[config.mk]
export PLATFORM = sky130hd
export DESIGN_NAME = temperature_frame_manchester_encoder
export DESIGN_NICKNAME = d
export VERILOG_FILES = /design/src/rtl/tfme_pkg.sv /design/src/rtl/temperature_frame_manchester_encoder.sv /design/src/rtl/tfme_frame_build.sv /design/src/rtl/tfme_serializer.sv
export SDC_FILE = /design/constraint.sdc
export NUM_CORES = 1
export LEC_CHECK = 0
export ABC_AREA = 1
export BUFFER_PORTS_ARGS = -buffer_cell sky130_fd_sc_hd__buf_2
export CAP_MARGIN = 40
export CORE_ASPECT_RATIO = 0.9
export CORE_MARGIN = 2
export CORE_UTILIZATION = 56
export CTS_CLUSTER_SIZE = 24
export DETAILED_ROUTE_END_ITERATION = 7
export PLACE_DENSITY_LB_ADDON = 0.15
export SYNTH_ARGS = -nofsm -noshare
export SYNTH_HDL_FRONTEND = slang
export SYNTH_SLANG_ARGS = --single-unit
[constraint.sdc]
create_clock -name clk -period 11.02 [get_ports clk]
set_input_delay 0.551 -clock clk [delete_from_list [all_inputs] [get_ports clk]]
set_output_delay 0.551 -clock clk [all_outputs]
set_load 0.02 [all_outputs]
[src/rtl/tfme_pkg.sv]
// Shared constants, types and frame-building functions for the temperature frame encoder.
package tfme_pkg;

  localparam int TEMP_W     = 13;
  localparam int RAW_W      = 12;
  localparam int PAT_W      = 16;
  localparam int IDX_W      = 5;
  localparam int CFG_IDX_W  = 8;
  localparam int CFG_DATA_W = 8;
  localparam int SEQ_W      = 50;
  localparam int MSG_BITS   = 40;
  localparam int FRAME_W    = 192;
  localparam int FRAME_BYTES = FRAME_W / 8;

  localparam logic [IDX_W-1:0] LAST_IDX = IDX_W'(FRAME_BYTES - 1);

  localparam logic [CFG_IDX_W-1:0] CFG_STATION_ID = CFG_IDX_W'(0);
  localparam logic [CFG_IDX_W-1:0] CFG_CHANNEL    = CFG_IDX_W'(1);

  localparam logic [7:0] STATION_ID_RST = 8'h00;
  localparam logic [7:0] CHANNEL_RST    = 8'h01;

  localparam logic [7:0]  MODEL_BYTE    = 8'h46;
  localparam logic [7:0]  HUMIDITY_BYTE = 8'd50;
  localparam logic [7:0]  DIGEST_GEN    = 8'h98;
  localparam logic [7:0]  DIGEST_KEY    = 8'h3E;
  localparam logic [7:0]  DIGEST_XOR    = 8'h64;
  localparam logic [11:0] PREAMBLE_HEAD = 12'h001;
  localparam logic [14:0] PREAMBLE_REP  = 15'h1FFD;
  localparam logic signed [16:0] RAW_BIAS = 17'sd720;
  localparam logic signed [16:0] RAW_MAX  = 17'sd4095;

  typedef logic [7:0] key_tab_t [MSG_BITS];

  // The digest key sequence does not depend on the data, so it is a constant table.
  function automatic key_tab_t gen_keys();
    key_tab_t   tab;
    logic [7:0] k;
    k = DIGEST_KEY;
    for (int j = 0; j < MSG_BITS; j++) begin
      tab[j] = k;
      k = k[0] ? ((k >> 1) ^ DIGEST_GEN) : (k >> 1);
    end
    return tab;
  endfunction

  localparam key_tab_t DIGEST_KEYS = gen_keys();

  function automatic logic [7:0] digest8(input logic [MSG_BITS-1:0] msg);
    logic [7:0] acc;
    acc = 8'h00;
    for (int j = 0; j < MSG_BITS; j++) begin
      if (msg[MSG_BITS-1-j]) begin
        acc = acc ^ DIGEST_KEYS[j];
      end
    end
    return acc;
  endfunction

  // q*9/8 truncated toward zero, biased and saturated to the 12-bit code range.
  function automatic logic [RAW_W-1:0] to_raw(input logic signed [TEMP_W-1:0] q);
    logic signed [16:0] ext;
    logic signed [16:0] prod;
    logic signed [16:0] adj;
    logic signed [16:0] biased;
    logic [RAW_W-1:0]   res;
    ext    = 17'(q);
    prod   = (ext <<< 3) + ext;
    adj    = prod + (prod[16] ? 17'sd7 : 17'sd0);
    biased = (adj >>> 3) + RAW_BIAS;
    if (biased < 17'sd0) begin
      res = '0;
    end else if (biased > RAW_MAX) begin
      res = '1;
    end else begin
      res = biased[RAW_W-1:0];
    end
    return res;
  endfunction

  function automatic logic [3:0] chan_nibble(input logic [7:0] setting);
    logic [3:0] nib;
    if (setting == 8'd0) begin
      nib = 4'd0;
    end else if (setting > 8'd8) begin
      nib = 4'd7;
    end else begin
      nib = 4'(setting - 8'd1);
    end
    return nib;
  endfunction

  function automatic logic [PAT_W-1:0] manchester(input logic [7:0] b);
    logic [PAT_W-1:0] pat;
    for (int i = 0; i < 8; i++) begin
      pat[2*i +: 2] = b[i] ? 2'b10 : 2'b01;
    end
    return pat;
  endfunction

endpackage

[src/rtl/temperature_frame_manchester_encoder.sv]
// A temperature passes the input register, the serializer's frame register and the output register.
// One Manchester byte per cycle on the result port while out_ready is high;
// the next temperature is accepted while the current frame is still being sent.
// Reset: synchronous, active low; clears all valid flags and the byte counter,
// sets the station ID to 0 and channel_setting to 1.
module temperature_frame_manchester_encoder import tfme_pkg::*; (
  input  logic                     clk,
  input  logic                     rst_n,
  input  logic                     in_valid,
  output logic                     in_ready,
  input  logic signed [TEMP_W-1:0] in_temperature_q4,
  output logic                     out_valid,
  input  logic                     out_ready,
  output logic [PAT_W-1:0]         out_manchester_pattern,
  output logic [IDX_W-1:0]         out_byte_index,
  output logic                     out_last,
  input  logic                     cfg_valid,
  output logic                     cfg_ready,
  input  logic [CFG_IDX_W-1:0]     cfg_index,
  input  logic [CFG_DATA_W-1:0]    cfg_data
);

  logic [7:0]         station_id_r;
  logic [7:0]         channel_setting_r;
  logic               frm_valid;
  logic               frm_ready;
  logic [FRAME_W-1:0] frame;

  assign cfg_ready = 1'b1;

  // Writes to an unknown index are dropped.
  always_ff @(posedge clk) begin
    if (!rst_n) begin
      station_id_r      <= STATION_ID_RST;
      channel_setting_r <= CHANNEL_RST;
    end else if (cfg_valid && cfg_ready) begin
      if (cfg_index == CFG_STATION_ID) begin
        station_id_r <= cfg_data;
      end else if (cfg_index == CFG_CHANNEL) begin
        channel_setting_r <= cfg_data;
      end
    end
  end

  tfme_frame_build u_build (
    .clk               (clk),
    .rst_n             (rst_n),
    .in_valid          (in_valid),
    .in_ready          (in_ready),
    .in_temperature_q4 (in_temperature_q4),
    .station_id        (station_id_r),
    .channel_setting   (channel_setting_r),
    .frm_valid         (frm_valid),
    .frm_ready         (frm_ready),
    .frame             (frame)
  );

  tfme_serializer u_ser (
    .clk                    (clk),
    .rst_n                  (rst_n),
    .frm_valid              (frm_valid),
    .frm_ready              (frm_ready),
    .frame                  (frame),
    .out_valid              (out_valid),
    .out_ready              (out_ready),
    .out_manchester_pattern (out_manchester_pattern),
    .out_byte_index         (out_byte_index),
    .out_last               (out_last)
  );

  a_last_idx: assert property (@(posedge clk) disable iff (!rst_n)
    out_valid && out_last |-> out_byte_index == LAST_IDX)
    else $error("last flag on a byte other than the final one");

  a_idx_step: assert property (@(posedge clk) disable iff (!rst_n)
    out_valid && out_ready && !out_last |=>
      out_valid && out_byte_index == IDX_W'($past(out_byte_index) + IDX_W'(1)))
    else $error("frame bytes not delivered back to back in order");

  a_gap_after_last: assert property (@(posedge clk) disable iff (!rst_n)
    $past(rst_n) && $fell(out_valid) |-> $past(out_last))
    else $error("output went idle in the middle of a frame");

endmodule

[src/rtl/tfme_frame_build.sv]
// Input register and combinational assembly of the 192-bit frame.
module tfme_frame_build import tfme_pkg::*; (
  input  logic                     clk,
  input  logic                     rst_n,
  input  logic                     in_valid,
  output logic                     in_ready,
  input  logic signed [TEMP_W-1:0] in_temperature_q4,
  input  logic [7:0]               station_id,
  input  logic [7:0]               channel_setting,
  output logic                     frm_valid,
  input  logic                     frm_ready,
  output logic [FRAME_W-1:0]       frame
);

  logic                     valid_r;
  logic signed [TEMP_W-1:0] temp_r;
  logic [RAW_W-1:0]         raw;
  logic [7:0]               s2;
  logic [7:0]               s3;
  logic [7:0]               s5;
  logic [SEQ_W-1:0]         seq;

  assign in_ready  = !valid_r || frm_ready;
  assign frm_valid = valid_r;

  always_ff @(posedge clk) begin
    if (!rst_n) begin
      valid_r <= 1'b0;
    end else if (in_valid && in_ready) begin
      valid_r <= 1'b1;
    end else if (frm_ready) begin
      valid_r <= 1'b0;
    end
  end

  always_ff @(posedge clk) begin
    if (in_valid && in_ready) begin
      temp_r <= in_temperature_q4;
    end
  end

  always_comb begin
    raw   = to_raw(temp_r);
    s2    = {chan_nibble(channel_setting), raw[11:8]};
    s3    = raw[7:0];
    s5    = digest8({MODEL_BYTE, station_id, s2, s3, HUMIDITY_BYTE}) ^ DIGEST_XOR;
    seq   = {MODEL_BYTE, station_id, s2, s3, HUMIDITY_BYTE, s5, 2'b00};
    frame = {PREAMBLE_HEAD, seq, PREAMBLE_REP, seq, PREAMBLE_REP, seq};
  end

endmodule

[src/rtl/tfme_serializer.sv]
// Frame shift register, byte counter and Manchester-coded output register.
module tfme_serializer import tfme_pkg::*; (
  input  logic               clk,
  input  logic               rst_n,
  input  logic               frm_valid,
  output logic               frm_ready,
  input  logic [FRAME_W-1:0] frame,
  output logic               out_valid,
  input  logic               out_ready,
  output logic [PAT_W-1:0]   out_manchester_pattern,
  output logic [IDX_W-1:0]   out_byte_index,
  output logic               out_last
);

  logic               busy_r;
  logic [IDX_W-1:0]   cnt_r;
  logic               out_valid_r;
  logic [FRAME_W-1:0] frame_r;
  logic [PAT_W-1:0]   pattern_r;
  logic [IDX_W-1:0]   idx_r;
  logic               last_r;
  logic               adv;
  logic               final_byte;

  // The output register moves whenever it is empty or its transaction completes.
  assign adv        = !out_valid_r || out_ready;
  assign final_byte = busy_r && (cnt_r == LAST_IDX);
  assign frm_ready  = !busy_r || (adv && final_byte);

  always_ff @(posedge clk) begin
    if (!rst_n) begin
      busy_r      <= 1'b0;
      cnt_r       <= '0;
      out_valid_r <= 1'b0;
    end else begin
      if (adv) begin
        out_valid_r <= busy_r;
      end
      if (frm_valid && frm_ready) begin
        busy_r <= 1'b1;
        cnt_r  <= '0;
      end else if (adv && busy_r) begin
        cnt_r <= cnt_r + IDX_W'(1);
        if (final_byte) begin
          busy_r <= 1'b0;
        end
      end
    end
  end

  always_ff @(posedge clk) begin
    if (adv && busy_r) begin
      pattern_r <= manchester(frame_r[FRAME_W-1 -: 8]);
      idx_r     <= cnt_r;
      last_r    <= (cnt_r == LAST_IDX);
    end
    if (frm_valid && frm_ready) begin
      frame_r <= frame;
    end else if (adv && busy_r) begin
      frame_r <= frame_r << 8;
    end
  end

  assign out_valid              = out_valid_r;
  assign out_manchester_pattern = pattern_r;
  assign out_byte_index         = idx_r;
  assign out_last               = last_r;

endmodule

==> out/qor.json, run 1 <==
{
  "status": "completed",
  "timing.hold.worst.class": "in -> reg",
  "multiInputGateArea_um2": 4860,
  "met1_track_demand_over_resource_in_global_routing_pct": 33.5,
  "timing.setup.tns_ps": 0,
  "synth.ff_latch_count": 249,
  "synthDominantCellAreaShare_pct": 32.7,
  "place.detailed.hpwl_um": 16300,
  "synth-edff-count": 131,
  "drt-vias-per-instance": 5.05,
  "synthXorXnorAreaFrac_pct": 3.42,
  "worst-r2r-setup-slack_ps": 6420,
  "arrival_time_of_data_at_the_critical_path_endpoint_ps": 4890,
  "final_period_util_pct": 41.8,
  "cts-hold-fix-buffers": 0,
  "crit_path_max_incr_delay_ps": 530,
  "groute.usage.overall_pct": 22.8,
  "fp.dieW_um": 158,
  "top_level_i_o_count": 59,
  "route.detailed.wl_per_inst_um": 13.3,
  "io_buffers": 57,
  "post_cts.resized_instances": 0,
  "power_density_nw_per_um2": 188,
  "cts_made_buffers": 25,
  "register_area_um2": 6300,
  "layout-drive-gt1-share_pct": 11.2,
  "initial_core_utilization_pct": 57.4,
  "leakagePower_uw": 0.00682,
  "crit_path_frequent_cell": "nand2_1",
  "synthAdderAreaFrac_pct": 2.14,
  "peak_supply_drop_uv": 113,
  "initial_antenna_violation_count": 0,
  "start_kind": "flop",
  "min_period_ps": 4600,
  "share_of_synthesized_area_occupied_by_flip_flops_and_latches_pct": 52.4,
  "max_slew_headroom_at_the_worst_pin_pct": 47.4,
  "gr-total-overflow": 0,
  "route.vias.total": 9355,
  "max_slew_violation_count": 0,
  "clock_latency_ps": 540,
  "layout.filler_cells": 1810,
  "clock.fmax_ghz": 0.217,
  "grt_max_degree": 82,
  "groute.layer.met2.usage_pct": 36.4,
  "worst-endpoint-required_ps": 11310,
  "total_standard_cell_area_after_synthesis_um2": 12000,
  "wire_length_of_the_first_global_routing_pass_um": 41700,
  "die_height_um": 143,
  "setup_viol": 0,
  "post-synth-top-area-cell": "edfxtp_1",
  "skew_ps": 8.79,
  "clock_tree.htree_level_count": 1,
  "synth_compound_area_share_pct": 4.04,
  "busiest_layer": "met2",
  "drc_errors": 0,
  "core_area_um2": 21000,
  "post_synth_inst_count": 1509,
  "post_synthesis_average_cell_area_um2": 7.97,
  "synthesis.nets": 1563,
  "max_cap_violations": 0,
  "dieArea_um2": 22700,
  "asyncSetResetFlopFracSynth_pct": 0,
  "ant_nets": 0,
  "worst-path-max-fanout": 7,
  "yosys_warnings": 0,
  "grt_pass1_vias": 8753,
  "dr.pass1.iters": 5,
  "nNetsFinal": 1603,
  "synth.top_cells.by_area": "edfxtp_1 33%, nand2_1 20%, dfxtp_1 20%, inv_1 5.0%, nand3_1 4.2%",
  "cell_at_the_slowest_stage_of_the_critical_path": "fa_1",
  "clock_sink_count": 249,
  "worst-setup-path-type": "reg -> reg",
  "flow.area_growth_from_synthesis_pct": 11.7,
  "synth.lib_cells_used.distinct": 43,
  "use_met3_pct": 3.03,
  "placer_s_final_routability_congestion_estimate": 0.946,
  "timing_hold_violations_final": 0,
  "tritoncts": "done",
  "worstSetupEndpointType": "flop",
  "routed_wirelength_um": 24600,
  "postPlaceCellArea_um2": 12600,
  "synth-main-ff-cell": "edfxtp_1",
  "cts.reportedPaths.clkPinSlew_ps": 60,
  "transition_time_at_the_pin_with_the_least_slew_margin_ps": 790,
  "grt_setup_unrepaired": "false",
  "cts_post_setup_buffers_inserted": 0,
  "core.rowCount": 50,
  "basic_gate_share_of_the_synthesized_area_counting_and_or_nand_and_nor_cells_pct": 30.6,
  "muxShareOfSynthArea_pct": 0,
  "layout.cell_area.non_filler_um2": 13400,
  "synth_top_family_by_area": "simple AND/OR/NAND/NOR gates",
  "cts_root_buf": "clkbuf_16",
  "drt_iter0_drc": 738,
  "cts-root-to-sink-buffers": 3,
  "insertedDiodeCount": 0
}
-- flip-flops by register name (all words and copies together) (netlist names) --
name                          cells
u_ser.cnt_r                       5
u_ser.out_valid                   1
u_ser.out_manchester_pattern     16
u_ser.busy_r                      1
u_ser.frame_r                   190
u_ser.out_byte_index              5
u_build.frm_valid                 1
u_ser.out_last                    1
u_build.temp_r                   13
channel_setting_r                 8
station_id_r                      8
-- per-stage QoR --
stage / worst slack (ps) / hold WS, ps / cells / utilization [%] / power (uW)
3_3_place_gp: 6630 / 411 / 1807 / 59.9 / 1640
5_1_grt: 5920 / 168 / 1854 / 64.1 / 2670
3_5_place_dp: 6500 / 415 / 1808 / 60.0 / 1660
6_report: 6420 / 187 / 1854 / 64.1 / 2530
4_1_cts: 6490 / 178 / 1854 / 64.1 / 2540
2_1_floorplan: 3250 / 408 / 1509 / - / 1560
-- cells in the mapped netlist (2+ instances only) --
| cell type | instances |
|---|---|
| o211ai_1 | 13 |
| nand3_1 | 101 |
| nand2_2 | 20 |
| buf_2 | 2 |
| o21ai_0 | 41 |
| nor2_2 | 2 |
| clkbuf_1 | 48 |
| nand3_4 | 2 |
| nand4_1 | 14 |
| a21oi_1 | 25 |
| xnor2_1 | 16 |
| buf_4 | 2 |
| o21ai_2 | 2 |
| inv_1 | 159 |
| clkinv_1 | 2 |
| xor2_1 | 31 |
| nand3_2 | 5 |
| nand2_4 | 7 |
| nor3_1 | 3 |
| ha_1 | 19 |
| inv_2 | 20 |
| or2_2 | 2 |
| nand3b_1 | 3 |
| nor4_1 | 4 |
| dfxtp_1 | 118 |
| edfxtp_1 | 131 |
| o21ai_1 | 2 |
| nand2_1 | 652 |
| nor2_1 | 48 |
| nor2_4 | 2 |
-- cells by family after synthesis --
group / count (synthesis)
AND/OR/NAND/NOR: 871
adder cells (fa/ha/maj): 20
buffers and inverters: 235
XOR/XNOR: 47
other: 1
AO/OA/AOI/OAI: 86
flip-flops: 249
-- report_power, final --
group | total (uW) | internal [uW] | switching, uW | leakage [uW]
clock network | 880 | 519 | 361 | 0.000426
logic | 485 | 157 | 328 | 0.00414
registers | 1160 | 1110 | 49.3 | 0.00225
total | 2530 | 1790 | 738 | 0.00682
-- worst max-delay path, delay by kind of cell (launching register included) --
family / cells / cell delay [ps]
simple gates: 24 / 2430
fa+ha+maj: 3 / 1070
flops: 1 / 390
xor+xnor: 1 / 340
buf+inv: 2 / 140
-- worst paths after layout --
| kind | startpoint | to | cells past startpoint |
|---|---|---|---|
| worst min-delay path | in_temperature_q4[4] | u_build.temp_r[4] | 1 |
| worst max-delay path | u_build.temp_r[0] | u_ser.frame_r[72] | 30 |
| worst min register to register | u_ser.frame_r[184] | u_ser.out_manchester_pattern[1] | 0 |
| worst max register to register | u_build.temp_r[0] | u_ser.frame_r[72] | 30 |
-- layout by cell type, fill, tap and decap left out, types with 16 or more instances in the layout --
master,netlist,layout
dfxtp_1,118,118
ha_1,19,19
o21ai_0,41,40
edfxtp_1,131,131
buf_2,2,57
nand3_1,101,101
nand2_1,652,652
a21oi_1,25,25
clkbuf_16,0,25
nor2_1,48,45
nand2_2,20,20
xnor2_1,16,16
inv_2,20,21
xor2_1,31,31
inv_1,159,158
-- cell type report --
class,count,share of cell area [%]
multi-input combinational,1025,36.2
clock inverter,18,1.52
timing repair buffer,66,2.78
sequential,249,46.9
inverter,182,5.10
clock buffer,28,4.82
tap,286,2.67
-- per-layer routing --
metal  routed length [um]  vias up
li1                     -     4830
met1                12000     4313
met2                11000      180
met3                 1190       32
met4                  419        0
met5                    0        -
Power figures use the tool's default switching activity.
==> run 2, diff against run 1 <==
==> constraint.sdc (replaced) <==
create_clock -name clk -period 3.9 [get_ports clk]
set_input_delay 0.195 -clock clk [delete_from_list [all_inputs] [get_ports clk]]
set_output_delay 0.195 -clock clk [all_outputs]
set_load 0.02 [all_outputs]
==> run 2 against run 1 <==
  * The run now ends with negative setup slack left
  * Wire length grew 5.5%
  * Fmax grew 5.5%
  * First-iteration DRC count grew 0.81%
  * Largest cell class unchanged
  * Clock power grew to 2.7 times the previous value
  * Critical endpoint is now u_ser.frame_r[132]
  * Die area is the same
  * Register-to-register slack lost 6900 ps
  * Critical path type unchanged
  * Power grew to 3.0 times the previous value
==> out/qor.json, run 2 (synthesized netlist as in run 1, its figures left out) <==
{
  "largest_register_ffs": {"value": 190, "change": "unchanged"},
  "register_with_the_most_flip_flops": "u_ser.frame_r",
  "ant_nets": {"value": 0, "change": "unchanged"},
  "flow.area_growth_from_synthesis_pct": 24.3,
  "timing.setup.tns": {"value": -11770, "unit": "ps", "change": "-11,770 ps"},
  "worstSetupEndpointType": "flop",
  "transition_time_at_the_pin_with_the_least_slew_margin": {"value": 894, "unit": "ps", "change": "+104 ps"},
  "clock_latency": {"value": 540, "unit": "ps", "change": "about the same"},
  "leakagePower": {"value": 0.00747, "unit": "uW", "change": "+9.5%"},
  "clock_tree.htree_level_count": {"value": 1, "change": "unchanged"},
  "cts_root_buf": "clkbuf_16",
  "core.rowCount": {"value": 50, "change": "unchanged"},
  "grt_pass1_vias": {"value": 8913, "change": "+1.8%"},
  "timing.hold.worst.class": "in -> reg",
  "max_slew_headroom_at_the_worst_pin": {"value": 40.4, "unit": "%", "change": "-6.9 points"},
  "initial_core_utilization": {"value": 57.4, "unit": "%", "change": "unchanged"},
  "io_buffers": {"value": 57, "change": "unchanged"},
  "arrival_time_of_data_at_the_critical_path_endpoint": {"value": 4650, "unit": "ps", "change": "-240 ps"},
  "worst-path-max-fanout": {"value": 7, "change": "unchanged"},
  "preCtsSetupSlack": {"value": -399, "unit": "ps", "change": "-6900 ps"},
  "min_path_cells": {"value": 3, "change": "+2"},
  "worst-setup-path-type": "reg -> reg",
  "groute.usage.overall": {"value": 23.1, "unit": "%", "change": "+0.26 points"},
  "failing_checks": "negative setup slack",
  "tritoncts": "done",
  "most-common-layout-cells": "597 x nand2_1, 151 x inv_1, 131 x edfxtp_1, 118 x dfxtp_1, 88 x buf_4",
  "layout.filler_cells": {"value": 1604, "change": "-11%"},
  "skew": {"value": 10.7, "unit": "ps", "change": "+1.89 ps"},
  "r2r.worst_path.cells": {"value": 33, "change": "+10%"},
  "min_to": "channel_setting_r[2]",
  "placer_s_final_routability_congestion_estimate": {"value": 0.861, "change": "-9.0%"},
  "insertedDiodeCount": {"value": 0, "change": "unchanged"},
  "postPlaceCellArea": {"value": 13300, "unit": "um^2", "change": "+5.5%"},
  "layout-drive-gt1-share": {"value": 21.9, "unit": "%", "change": "+11 points"},
  "top_level_i_o_count": {"value": 59, "change": "unchanged"},
  "fin_worst_hold_slack": {"value": 46.0, "unit": "ps", "change": "-141 ps"},
  "cell_at_the_slowest_stage_of_the_critical_path": "fa_1",
  "route.detailed.wl_per_inst": {"value": 13.2, "unit": "um", "change": "-0.95%"},
  "place.detailed.hpwl": {"value": 17000, "unit": "um", "change": "+4.4%"},
  "max_cap_violations": {"value": 0, "change": "unchanged"},
  "grt_setup_unrepaired": "true",
  "cts_made_buffers": {"value": 26, "change": "+4.0%"},
  "layout.cell_area.non_filler": {"value": 14900, "unit": "um^2", "change": "+11%"},
  "timing_hold_violations_final": {"value": 0, "change": "unchanged"},
  "crit_path_max_incr_delay": {"value": 430, "unit": "ps", "change": "-100 ps"},
  "core_area": {"value": 21000, "unit": "um^2", "change": "unchanged"},
  "worstReg2RegEnd": "u_ser.frame_r[132]",
  "initial_antenna_violation_count": {"value": 1, "change": "+1"},
  "start_kind": "flop",
  "max_slew_violation_count": {"value": 0, "change": "unchanged"},
  "dr.pass1.iters": {"value": 7, "change": "+2"},
  "setup_viol": {"value": 48, "change": "+48"},
  "cts-root-to-sink-buffers": {"value": 3, "change": "unchanged"},
  "route.vias.total": {"value": 9940, "change": "+6.3%"},
  "worst-r2r-setup-slack": {"value": -460, "unit": "ps", "change": "-6880 ps"},
  "routed_wirelength": {"value": 26000, "unit": "um", "change": "+5.5%"},
  "peak_supply_drop": {"value": 335, "unit": "uV", "change": "+200%"},
  "die_height": {"value": 143, "unit": "um", "change": "unchanged"},
  "min_period": {"value": 4360, "unit": "ps", "change": "-241 ps"},
  "most_common_cell_after_layout_fill_and_taps_aside": "nand2_1",
  "drt-vias-per-instance": {"value": 5.04, "change": "-0.21%"},
  "post-place-cells": {"value": 1887, "change": "+4.4%"},
  "worstReg2RegStart": "u_build.temp_r[3]",
  "cts.reportedPaths.clkPinSlew": {"value": 60, "unit": "ps", "change": "about the same"},
  "dieArea": {"value": 22700, "unit": "um^2", "change": "unchanged"},
  "nNetsFinal": {"value": 1722, "change": "+7.4%"},
  "stdcell_count": {"value": 1974, "change": "+6.5%"},
  "clock.fmax": {"value": 0.229, "unit": "GHz", "change": "+5.5%"},
  "wire_length_of_the_first_global_routing_pass": {"value": 42200, "unit": "um", "change": "+1.3%"},
  "clock_sink_count": {"value": 249, "change": "unchanged"},
  "hold_path.startpoint": "cfg_valid",
  "drc_errors": {"value": 0, "change": "unchanged"},
  "layout_setup_ws": {"value": -462, "unit": "ps", "change": "-6880 ps"},
  "drt_iter0_drc": {"value": 744, "change": "+0.81%"},
  "final_period_util": {"value": 112, "unit": "%", "change": "+70 points"},
  "worst-endpoint-required": {"value": 4190, "unit": "ps", "change": "-7120 ps"},
  "fp.dieW": {"value": 158, "unit": "um", "change": "unchanged"},
  "grt_max_degree": {"value": 97, "change": "+18%"},
  "status": "finished with violations",
  "crit_path_frequent_cell": "nand2_1",
  "power_density": {"value": 506, "unit": "nW/um^2", "change": "+170%"},
  "gr-total-overflow": {"value": 0, "change": "unchanged"}
}
-- run 2: critical path, delay by kind of cell, from the launching register on --
family	cells	cell delay (ps)
fa+ha+maj	3	920
buf+inv	4	210
flops	1	410
simple gates	26	2580
-- run 2: worst max-delay path by stage --
| stage | startpoint | to | depth (start not counted) |
|---|---|---|---|
| finish | u_build.temp_r[3] | u_ser.frame_r[132] | 33 |
| global placement | u_build.temp_r[3] | u_ser.frame_r[72] | 31 |
| floorplan | u_build.temp_r[3] | u_ser.frame_r[138] | 31 |
| detailed placement | u_build.temp_r[3] | u_ser.frame_r[73] | 31 |
| global route | u_build.temp_r[3] | u_ser.frame_r[67] | 34 |
| CTS | u_build.temp_r[3] | u_ser.frame_r[134] | 32 |
-- run 2: per-layer routing --
metal	track usage, %	vias to the layer above	wire length (um)
li1	-	5073	-
met4	5.50	2	594
met3	3.85	48	1430
met1	32.4	4586	11700
met5	0	-	13
met2	37.7	231	12300
-- run 2: what timing repair did --
| action | CTS | global route |
|---|---|---|
| buffers inserted | 9 | 9 |
| pin swaps | 28 | 39 |
| endpoints found under the setup margin | 32 | 60 |
| endpoints found under the hold margin | 31 | 0 |
| gates resized for setup | 30 | 102 |
| hold buffers | 23 | 0 |
-- run 2: metrics by stage --
stage | utilization [%] | power [uW]
4_1_cts | 69.3 | 7410
2_1_floorplan | - | 4400
3_5_place_dp | 63.3 | 4920
3_3_place_gp | 63.2 | 4870
6_report | 71.3 | 7560
5_1_grt | 71.3 | 7950
-- run 2: final cells by class --
cell class / count / area [um^2] / area share [%]
Sequential cell: 249 / 6300 / 42.1
Multi-Input combinational cell: 1025 / 5370 / 35.9
Timing Repair Buffer: 184 / 1380 / 9.25
Clock buffer: 45 / 812 / 5.43
Inverter: 182 / 701 / 4.69
Tap cell: 286 / 358 / 2.39
Clock inverter: 3 / 27.5 / 0.184
-- run 2: report_power, final --
group | total [uW] | leakage [uW] | internal, uW | switching [uW]
clock network | 2400 | 0.000412 | 1410 | 990
logic | 1880 | 0.00481 | 753 | 1130
registers | 3280 | 0.00225 | 3140 | 140
total | 7560 | 0.00747 | 5300 | 2260
==> run 3, diff against run 2 <==
--- a/config.mk
+++ b/config.mk
@@ -9,7 +9,7 @@
 export BUFFER_PORTS_ARGS = -buffer_cell sky130_fd_sc_hd__buf_2
 export CAP_MARGIN = 40
 export CORE_ASPECT_RATIO = 0.9
-export CORE_MARGIN = 2
+export CORE_MARGIN = 4
 export CORE_UTILIZATION = 56
 export CTS_CLUSTER_SIZE = 24
 export DETAILED_ROUTE_END_ITERATION = 7
==> run 3 against run 2 <==
  * The flow still finishes with violations (negative setup slack)
  * Non-clock buffer count fell by 5
  * First-iteration DRC count fell by 6.0%
  * Global-route usage fell by 1.5 points
  * Sequential power barely moved
==> out/qor.json, run 3 (synthesized netlist as in run 1, its figures left out) <==
{
  "status": "finished with violations",
  "failing_checks": "negative setup slack",
  "max_slew_headroom_at_the_worst_pin": {"value": 44.8, "unit": "%", "change": "+4.4 points"},
  "route.detailed.wl_per_inst": {"value": 13.2, "unit": "um", "change": "+0.16%"},
  "leakagePower": {"value": 0.00744, "unit": "uW", "change": "-0.45%"},
  "layout_setup_ws": {"value": -331, "unit": "ps", "change": "+131 ps"},
  "dr.pass1.iters": {"value": 6, "change": "-1"},
  "place.detailed.hpwl": {"value": 17400, "unit": "um", "change": "+2.4%"},
  "worstSetupEndpointType": "flop",
  "routed_wirelength": {"value": 25900, "unit": "um", "change": "-0.20%"},
  "worst-endpoint-required": {"value": 4190, "unit": "ps", "change": "about the same"},
  "min_to": "channel_setting_r[2]",
  "cts_root_buf": "clkbuf_16",
  "clock_sink_count": {"value": 249, "change": "unchanged"},
  "final_period_util": {"value": 108, "unit": "%", "change": "-3.4 points"},
  "dieArea": {"value": 23900, "unit": "um^2", "change": "+5.4%"},
  "post-place-cells": {"value": 1881, "change": "-0.32%"},
  "min_period": {"value": 4230, "unit": "ps", "change": "-131 ps"},
  "drt_iter0_drc": {"value": 699, "change": "-6.0%"},
  "drc_errors": {"value": 0, "change": "unchanged"},
  "start_kind": "flop",
  "stdcell_count": {"value": 1967, "change": "-0.35%"},
  "wire_length_of_the_first_global_routing_pass": {"value": 43100, "unit": "um", "change": "+2.0%"},
  "wl_met3": {"value": 1480, "unit": "um", "change": "+3.5%"},
  "preCtsSetupSlack": {"value": -383, "unit": "ps", "change": "+16.0 ps"},
  "cts.reportedPaths.clkPinSlew": {"value": 60, "unit": "ps", "change": "about the same"},
  "initial_antenna_violation_count": {"value": 0, "change": "-1"},
  "grt_pass1_vias": {"value": 9118, "change": "+2.3%"},
  "gr-total-overflow": {"value": 0, "change": "unchanged"},
  "insertedDiodeCount": {"value": 0, "change": "unchanged"},
  "register_area": {"value": 6300, "unit": "um^2", "change": "unchanged"},
  "register_with_the_most_flip_flops": "u_ser.frame_r",
  "clock.fmax": {"value": 0.236, "unit": "GHz", "change": "+3.1%"},
  "timing.hold.worst.class": "in -> reg",
  "route.vias.total": {"value": 9836, "change": "-1.0%"},
  "drt-vias-per-instance": {"value": 5.00, "change": "-0.69%"},
  "initial_core_utilization": {"value": 57.4, "unit": "%", "change": "unchanged"},
  "min_path_cells": {"value": 3, "change": "unchanged"},
  "power.net_switching": {"value": 2230, "unit": "uW", "change": "-1.2%"},
  "layout.filler_cells": {"value": 1644, "change": "+2.5%"},
  "groute.usage.overall": {"value": 21.6, "unit": "%", "change": "-1.5 points"},
  "core_area": {"value": 21000, "unit": "um^2", "change": "unchanged"},
  "die_height": {"value": 147, "unit": "um", "change": "+2.8%"},
  "crit_path_frequent_cell": "nand2_1",
  "top_level_i_o_count": {"value": 59, "change": "unchanged"},
  "wl_met2": {"value": 12000, "unit": "um", "change": "-2.0%"},
  "worst-path-max-fanout": {"value": 7, "change": "unchanged"},
  "fp.dieW": {"value": 162, "unit": "um", "change": "+2.5%"},
  "largest_register_ffs": {"value": 190, "change": "unchanged"},
  "transition_time_at_the_pin_with_the_least_slew_margin": {"value": 827, "unit": "ps", "change": "-66.4 ps"},
  "grt_max_degree": {"value": 86, "change": "-11%"},
  "share_comb_of_total_power": {"value": 24.5, "unit": "%", "change": "-0.4 points"},
  "max_cap_violations": {"value": 0, "change": "unchanged"},
  "ant_nets": {"value": 0, "change": "unchanged"},
  "cell_at_the_slowest_stage_of_the_critical_path": "fa_1",
  "intPower": {"value": 5270, "unit": "uW", "change": "-0.56%"},
  "worstReg2RegStart": "u_build.temp_r[0]",
  "layout.cell_area.non_filler": {"value": 14800, "unit": "um^2", "change": "-0.67%"},
  "io_buffers": {"value": 57, "change": "unchanged"},
  "most-common-layout-cells": "613 x nand2_1, 154 x inv_1, 131 x edfxtp_1, 118 x dfxtp_1, 88 x buf_4",
  "setup_viol": {"value": 34, "change": "-29%"},
  "clock_latency": {"value": 530, "unit": "ps", "change": "about the same"},
  "top_layer_used": "met4",
  "arrival_time_of_data_at_the_critical_path_endpoint": {"value": 4520, "unit": "ps", "change": "-130 ps"},
  "nNetsFinal": {"value": 1716, "change": "-0.35%"},
  "crit_path_max_incr_delay": {"value": 550, "unit": "ps", "change": "+120 ps"},
  "fin_total_pwr": {"value": 7500, "unit": "uW", "change": "-0.76%"},
  "p_seq_share": {"value": 43.7, "unit": "%", "change": "+0.3 points"},
  "cts_made_buffers": {"value": 25, "change": "-3.8%"},
  "clock_tree.htree_level_count": {"value": 1, "change": "unchanged"},
  "most_common_cell_after_layout_fill_and_taps_aside": "nand2_1",
  "tritoncts": "done",
  "grt_setup_unrepaired": "true",
  "postPlaceCellArea": {"value": 13200, "unit": "um^2", "change": "-0.19%"},
  "swShare": {"value": 29.7, "unit": "%", "change": "-0.14 points"},
  "max_slew_violation_count": {"value": 0, "change": "unchanged"},
  "worst-setup-path-type": "reg -> reg",
  "layout-drive-gt1-share": {"value": 20.5, "unit": "%", "change": "-1.3 points"},
  "worstReg2RegEnd": "u_ser.frame_r[69]",
  "cts-root-to-sink-buffers": {"value": 3, "change": "unchanged"},
  "clock_power_share": {"value": 31.7, "unit": "%", "change": "about the same"},
  "timing.setup.tns": {"value": -7430, "unit": "ps", "change": "+4340 ps"},
  "multiInputGateArea": {"value": 5320, "unit": "um^2", "change": "-1.0%"},
  "core.rowCount": {"value": 50, "change": "unchanged"},
  "m1WireLength": {"value": 11900, "unit": "um", "change": "+1.8%"},
  "skew": {"value": 8.38, "unit": "ps", "change": "-2.30 ps"},
  "flow.area_growth_from_synthesis_pct": 23.5,
  "peak_supply_drop": {"value": 340, "unit": "uV", "change": "+1.5%"},
  "hold_path.startpoint": "cfg_valid",
  "timing_hold_violations_final": {"value": 0, "change": "unchanged"},
  "r2r.worst_path.cells": {"value": 32, "change": "-3.0%"},
  "placer_s_final_routability_congestion_estimate": {"value": 0.896, "change": "+4.0%"},
  "power_density": {"value": 505, "unit": "nW/um^2", "change": "about the same"},
  "worst-r2r-setup-slack": {"value": -330, "unit": "ps", "change": "+130 ps"}
}
[run 3: changes by cell type in the layout (fill, tap and decap cells not counted), sizes merged]
cell	before	now
clkbuf	45	41
buf	161	156
clkinv	3	5
[run 3: worst max path at each step]
stage | from | end | slack (ps) | cells past startpoint
floorplan | u_build.temp_r[3] | u_ser.frame_r[138] | -80 | 31
global placement | u_build.temp_r[3] | u_ser.frame_r[138] | -260 | 31
detailed placement | u_build.temp_r[3] | u_ser.frame_r[138] | -380 | 31
CTS | u_build.temp_r[0] | u_ser.frame_r[132] | -260 | 33
global route | u_build.temp_r[0] | u_ser.frame_r[136] | -700 | 33
finish | u_build.temp_r[0] | u_ser.frame_r[69] | -330 | 32
[run 3: timing repair]
action | CTS | global route
endpoints found under the setup margin | 36 | 60
hold buffers | 23 | 0
buffers inserted | 7 | 10
gates resized for setup | 42 | 60
pin swaps | 13 | 48
hold endpoints to repair | 31 | 0
[run 3: layer usage]
metal / vias to the layer above / GRT usage (%)
li1: 5058 / -
met2: 241 / 34.8
met4: 0 / 5.16
met1: 4497 / 30.7
met5: - / 0
met3: 40 / 3.42
[run 3: area by class of cell]
class | count | share of cell area (%)
flip-flops and latches | 249 | 42.4
clock inverters | 5 | 0.320
multi-input cells | 1025 | 35.8
clock buffers | 41 | 5.31
well taps | 286 | 2.41
inverters | 182 | 4.72
repair buffers | 179 | 9.04
[run 3: power groups by stage]
stage | clock network (uW) | logic (uW) | registers, uW
2_1_floorplan | 0 | 1080 | 3320
3_3_place_gp | 0 | 1540 | 3330
3_5_place_dp | 0 | 1590 | 3330
4_1_cts | 2430 | 1700 | 3280
5_1_grt | 2550 | 2080 | 3320
6_report | 2380 | 1840 | 3280
[run 3: worst max-delay path: cells and delay by family, from the launching register on]
family	cells	cell delay [ps]
fa+ha+maj	3	1030
simple gates	25	2200
flops	1	410
xor+xnor	1	180
buf+inv	3	150
[run 3: through the flow]
| step | hold WS (ps) | utilization (%) |
|---|---|---|
| floorplan | 294 | - |
| detailed placement | 373 | 63.2 |
| global route | 46.4 | 70.8 |
| CTS | 29.1 | 69.3 |
| finish | 49.1 | 70.8 |
| global placement | 371 | 62.9 |
